<file path="src/rtl/bsrs_pkg.sv">
// Package for the bitmap set-bit and run scanner.
// Holds the bitmap size, item kinds, controller/datapath command types and bit helpers.
// Used by every file in the rtl folder except bsrs_if.
package bsrs_pkg;

   localparam int BitmapBytes = 4096;
   localparam int AddrWidth   = $clog2(BitmapBytes);
   localparam int CeilWidth   = 13;
   localparam int CountWidth  = 16;

   localparam logic [CeilWidth-1:0] CeilReset = CeilWidth'(4096);
   localparam logic [CeilWidth-1:0] CeilLimit = CeilWidth'(BitmapBytes);

   typedef enum logic [1:0] {
      KIND_LOAD  = 2'd0,
      KIND_FIND  = 2'd1,
      KIND_RUN   = 2'd2,
      KIND_SPARE = 2'd3
   } kind_type;

   typedef struct packed {
      logic load;
      logic start;
      logic step;
      logic finish;
   } cmd_type;

   typedef struct packed {
      logic done;
   } status_type;

   // Bits below the given index are set.
   function automatic logic [7:0] low_mask(input logic [2:0] bit_idx);
      return ~(8'hFF << bit_idx);
   endfunction

   function automatic logic [3:0] trailing_ones(input logic [7:0] x);
      logic [3:0] n;
      logic       stop;
      n    = '0;
      stop = 1'b0;
      for (int i = 0; i < 8; i++) begin
         if (!stop) begin
            if (x[i]) begin
               n = n + 4'd1;
            end else begin
               stop = 1'b1;
            end
         end
      end
      return n;
   endfunction

   function automatic logic [2:0] lowest_set(input logic [7:0] x);
      logic [2:0] r;
      r = '0;
      for (int i = 7; i >= 0; i--) begin
         if (x[i]) begin
            r = 3'(i);
         end
      end
      return r;
   endfunction

endpackage

</file>
<file path="src/rtl/bsrs_ctrl.sv">
// Controller of the bitmap scanner: idle/scan state machine and response valid.
// Depends on bsrs_pkg; drives commands to bsrs_datapath and reads its status.
module bsrs_ctrl (
   input  logic                 clock,
   input  logic                 reset,
   input  logic                 req_valid,
   input  bsrs_pkg::kind_type   req_kind,
   output logic                 req_ready,
   output logic                 rsp_valid,
   input  logic                 rsp_ready,
   input  bsrs_pkg::status_type status,
   output bsrs_pkg::cmd_type    cmd
);

   typedef enum logic {
      ST_IDLE,
      ST_SCAN
   } state_type;

   state_type state_ff, state_in;
   logic      rsp_valid_ff, rsp_valid_in;
   logic      out_free;

   assign out_free  = !rsp_valid_ff || rsp_ready;
   assign req_ready = (state_ff == ST_IDLE);
   assign rsp_valid = rsp_valid_ff;

   always_comb begin
      cmd          = '0;
      state_in     = state_ff;
      rsp_valid_in = rsp_valid_ff && !rsp_ready;
      unique case (state_ff)
         ST_IDLE: begin
            if (req_valid) begin
               unique case (req_kind) inside
                  bsrs_pkg::KIND_LOAD: begin
                     cmd.load = 1'b1;
                  end
                  bsrs_pkg::KIND_FIND, bsrs_pkg::KIND_RUN: begin
                     cmd.start = 1'b1;
                     state_in  = ST_SCAN;
                  end
                  default: begin
                  end
               endcase
            end
         end
         ST_SCAN: begin
            if (status.done) begin
               if (out_free) begin
                  cmd.finish   = 1'b1;
                  rsp_valid_in = 1'b1;
                  state_in     = ST_IDLE;
               end
            end else begin
               cmd.step = 1'b1;
            end
         end
         default: begin
            state_in = ST_IDLE;
         end
      endcase
   end

   always_ff @(posedge clock) begin
      if (reset) begin
         state_ff     <= ST_IDLE;
         rsp_valid_ff <= 1'b0;
      end else begin
         state_ff     <= state_in;
         rsp_valid_ff <= rsp_valid_in;
      end
   end

   a_start_enters_scan: assert property (@(posedge clock) disable iff (reset)
      cmd.start |=> state_ff == ST_SCAN)
      else $error("query start did not enter scan");

   a_finish_presents_word: assert property (@(posedge clock) disable iff (reset)
      cmd.finish |=> (rsp_valid_ff && state_ff == ST_IDLE))
      else $error("finished query did not present a response word");

   a_no_overwrite: assert property (@(posedge clock) disable iff (reset)
      (rsp_valid_ff && !rsp_ready) |-> !cmd.finish)
      else $error("pending response word overwritten");

endmodule

</file>
<file path="config.mk">
export PLATFORM = sky130hd
export DESIGN_NAME = bsrs_ctrl
export DESIGN_NICKNAME = d
export VERILOG_FILES = /design/src/rtl/bsrs_pkg.sv /design/src/rtl/bsrs_ctrl.sv
export SDC_FILE = /design/constraint.sdc
export NUM_CORES = 1
export LEC_CHECK = 0
export BUFFER_PORTS_ARGS = -buffer_cell sky130_fd_sc_hd__buf_2
export CORE_AREA = 10 10 47 49
export CTS_CLUSTER_SIZE = 20
export DETAILED_ROUTE_END_ITERATION = 10
export DIE_AREA = 0 0 57 59
export GPL_TIMING_DRIVEN = 0
export SLEW_MARGIN = 10
export SYNTH_ARGS = -nofsm -noshare
export SYNTH_HDL_FRONTEND = slang
export SYNTH_SLANG_ARGS = --single-unit
</file>
<file path="constraint.sdc">
create_clock -name clock -period 0.8 [get_ports clock]
set_input_delay 0.04 -clock clock [delete_from_list [all_inputs] [get_ports clock]]
set_output_delay 0.04 -clock clock [all_outputs]
set_load 0.02 [all_outputs]
</file>
# Word level (Yosys, flattened, before mapping)
# Cells that the tools add are included.
# totals
reg_bits	2
output_inout_bits	6
wordCells	26
in_bits	7
# op_classes
reduce_logical	6
n_eq_ne	2
bitwise_logic	1
n_mux	15
# op_table
op	n
$mux 1	11
$mux 2	3
$eq 2x1->1 const B	1
$eq 2x2->1 const B	1
$logic_not 1->1	2
$logic_not 2->1	1
$pmux 1 s2	1
$reduce_or 2->1	1
$logic_and 1x1->1	1
$logic_or 1x1->1	1
$not 1->1	1

# Depth between registers and ports, before layout
# depth
word_depth	5
depth_mapped	4
ltp_nobuf	4

# Worst setup path after synthesis
# OpenSTA, ideal clock, no wires.
# synth_path
path_type	register -> output
start	register rsp_valid_ff (netlist: rsp_valid)
end	output port cmd[0] (netlist bit)
n_path_buf	0
slack_ps	-203
t_arrival_ps	963
t_required_ps	760
path_stages_with_launch	3
cell_sequence	dfxtp_1 nor2b_4 nor3_1
# synth_lines
item	line	text
start, declared	bsrs_ctrl.sv:21	logic rsp_valid_ff, rsp_valid_in;
start signal, assigned	bsrs_ctrl.sv:71	rsp_valid_ff <= rsp_valid_in;
end, declared	bsrs_ctrl.sv:12	output bsrs_pkg::cmd_type cmd

==> run_results.csv <==
group,metric,value,unit
final_layout,fillers,166,
worst_setup_path,crit_arrival,0.91,ns
timing,finalSetupViolations,6,
cts,cts_sinks,2,
placed_design,place_inst,45,
floorplan,ios,13,
logic_synthesis,syn_nets,25,
cts,clkTransAtPathRegs,0.03,ns
worst_hold_path,hold_path_class,"in2reg",
cts,htreeDepth,1,
timing,tightest_slew,0.134,ns
final_layout,instances_no_fill,52,
cts,cts_buffer_depth,2,
global_routing,first_global_vias,200,
logic_synthesis,synth_edf_count,0,
routing,vias,188,
timing,fin_crit,0.954,ns
placed_design,hpwl,368,um
logic_synthesis,synth_top_family_by_area,"simple AND/OR/NAND/NOR gates",
cts,cts_inserted_buffers,3,
routing,dr.pass1.iters,1,
routing,dr.first_iter.drc_count,0,
floorplan,die_h,59,um
routing,routed_via_density,3.62,
final_layout,drive_gt1_frac,0.778,
global_routing,antenna_found_initial,0,
floorplan,row_count,14,
timing,final.setup.tns,-0.588,ns
logic_synthesis,synth_cells,17,
timing,period_share,1.19,
logic_synthesis,syn_area,124,um2
placed_design,routabilityCongestion,0.662,
global_routing,overflow,0,
worst_setup_path,cp-start-kind,"flop",
floorplan,dieArea,0.00336,mm2
worst_setup_path,critical_path_class,"reg2out",
global_routing,grtUsageTotal,0.0316,
global_routing,grt_pass1_wl,745,um
logic_synthesis,syn_area_per_cell,7.29,um2
placed_design,dp_worst_setup_slack,0.0362,ns
logic_synthesis,synth_top_area_share,0.323,
power_and_ir_drop,power.density,1500,mW/mm2
logic_synthesis,synth_compound_area_frac,0.121,
final_layout,area_delta_synth_final,157,%
floorplan,core_area,0.00140,mm2
logic_synthesis,synth_xor_area_frac,0,
logic_synthesis,synthDistinctLibCells,11,
logic_synthesis,synth_simple_gate_area_frac,0.303,
worst_setup_path,crit_fanout,5,
worst_setup_path,cp-end-kind,"primary output",
logic_synthesis,netlist_top_cells_count,"4 x inv_1, 2 x a21oi_1, 2 x dfxtp_1, 2 x nor2_1",
cts,clock_latency,0.22,ns
timing,finalWorstSetupSlack,-0.154,ns
status,violations,"negative setup slack",
timing,slew_headroom,0.910,
logic_synthesis,synth_area_leaders,"dfxtp_1 32%, inv_1 12%, nor2b_4 11%, ha_1 10%, a21oi_1 8.1%",
routing,drt-wirelength-per-cell,11.2,um
power_and_ir_drop,cellLeakagePower,0.000161,uW
logic_synthesis,synth_top_cell_by_area,"dfxtp_1",
routing,detail-route-antenna-nets,0,
logic_synthesis,ys_seq_elements,2,
cts,cts-root-buf,"clkbuf_4",
floorplan,start_util,0.0884,
timing,finClkSkew,0.00334,ns
logic_synthesis,async_flop_share,0,
timing,rsz0062_at_grt,"true",
logic_synthesis,ys_seq_area_frac,0.323,
global_routing,grt_max_degree,6,
logic_synthesis,synth_flop_cell,"dfxtp_1",
routing,wl,581,um
final_layout,nets,46,
routing,drcViolationCount,0,
timing,slew_viol_final,0,
timing,fmax,1050,MHz
logic_synthesis,synth_most_common_cell,"inv_1",
power_and_ir_drop,vdd_drop_max,297,uV
logic_synthesis,synth-adder-area-share,0.101,
timing,finalHoldViolations,0,
cts,cts_tree,"done",
logic_synthesis,yosys_warnings,0,
run,maxCapViolations,0,
final_layout,diodes,0,
placed_design,numPortBuffers,12,
final_layout,final_util,0.227,
status,outcome,"complete, but fails checks",
floorplan,die_w,57,um
worst_setup_path,worstPathRequired,0.76,ns
logic_synthesis,muxShareOfSynthArea,0,
-- sequential cells by signal (all words and copies together), names as in the netlist --
signal     count
rsp_valid      1
state_ff       1
-- metal layers --
layer / routed length [um] / global-route usage
met5: 0 / 0
met2: 356 / 0.0496
met3: 63 / 0.0172
met4: 23 / 0.0604
met1: 137 / 0.0179
-- final cells by class --
type / count / area (um2) / share of cell area
inverter: 5 / 21.3 / 0.0669
multi-input combinational: 10 / 95.1 / 0.299
timing repair buffer: 16 / 116 / 0.366
clock buffer: 3 / 22.5 / 0.0709
sequential: 2 / 42.5 / 0.134
tap: 16 / 20.0 / 0.0630
-- power breakdown --
part / leakage (uW) / switching [uW] / internal, uW
clock: 0.0000138 / 57.7 / 165
combinational: 0.000130 / 70.8 / 71.7
sequential: 0.0000172 / 4.15 / 107
total: 0.000161 / 133 / 344
-- path summary, 6_finish.rpt --
check	start	end	slack [ns]	cells after the start
setup / recovery	state_ff	cmd[3]	-0.15	3
hold / removal	status	rsp_valid	0.09	3
hold reg to reg	state_ff	state_ff	0.60	3
setup reg to reg	rsp_valid	state_ff	-0.06	4
-- logic make-up after synthesis --
logic type | after synthesis
AO/OA/AOI/OAI | 3
adder cells (fa/ha/maj) | 1
flip-flops | 2
AND/OR/NAND/NOR | 6
buffers and inverters | 5
-- cells in the final DEF, fill, tap and decap left out, drive strengths merged --
master and count:
dlygate4sd3 1, nand3 1, buf 15, nor2b 1, a21oi 2, nor3 1, dfxtp 2, clkbuf 3
and3 1, nor2 2, o21ai 1, ha 1, inv 5
-- metrics by stage --
| step | area [um2] | total power [uW] | hold slack [ns] |
|---|---|---|---|
| 3_3_place_gp | 210 | 196 | 0.220 |
| 6_report | 318 | 477 | 0.0913 |
| 3_5_place_dp | 210 | 198 | 0.216 |
| 5_1_grt | 318 | 517 | 0.101 |
| 4_1_cts | 274 | 465 | 0.0729 |
| 2_1_floorplan | 130 | 160 | 0.105 |
-- repair_timing --
item / in CTS / in global routing
hold buffers: 1 / 0
endpoints found under the hold margin: 2 / 0
resized for setup: 11 / 5
buffers inserted: 0 / 3
pin swaps: 0 / 2
endpoints found under the setup margin: 5 / 6
-- critical path: stages, from the launching register on --
cell and delay [ns]:
dfxtp_2 0.32, inv_4 0.08, and3_4 0.18, buf_6 0.11
Power figures use the tool's default switching activity.
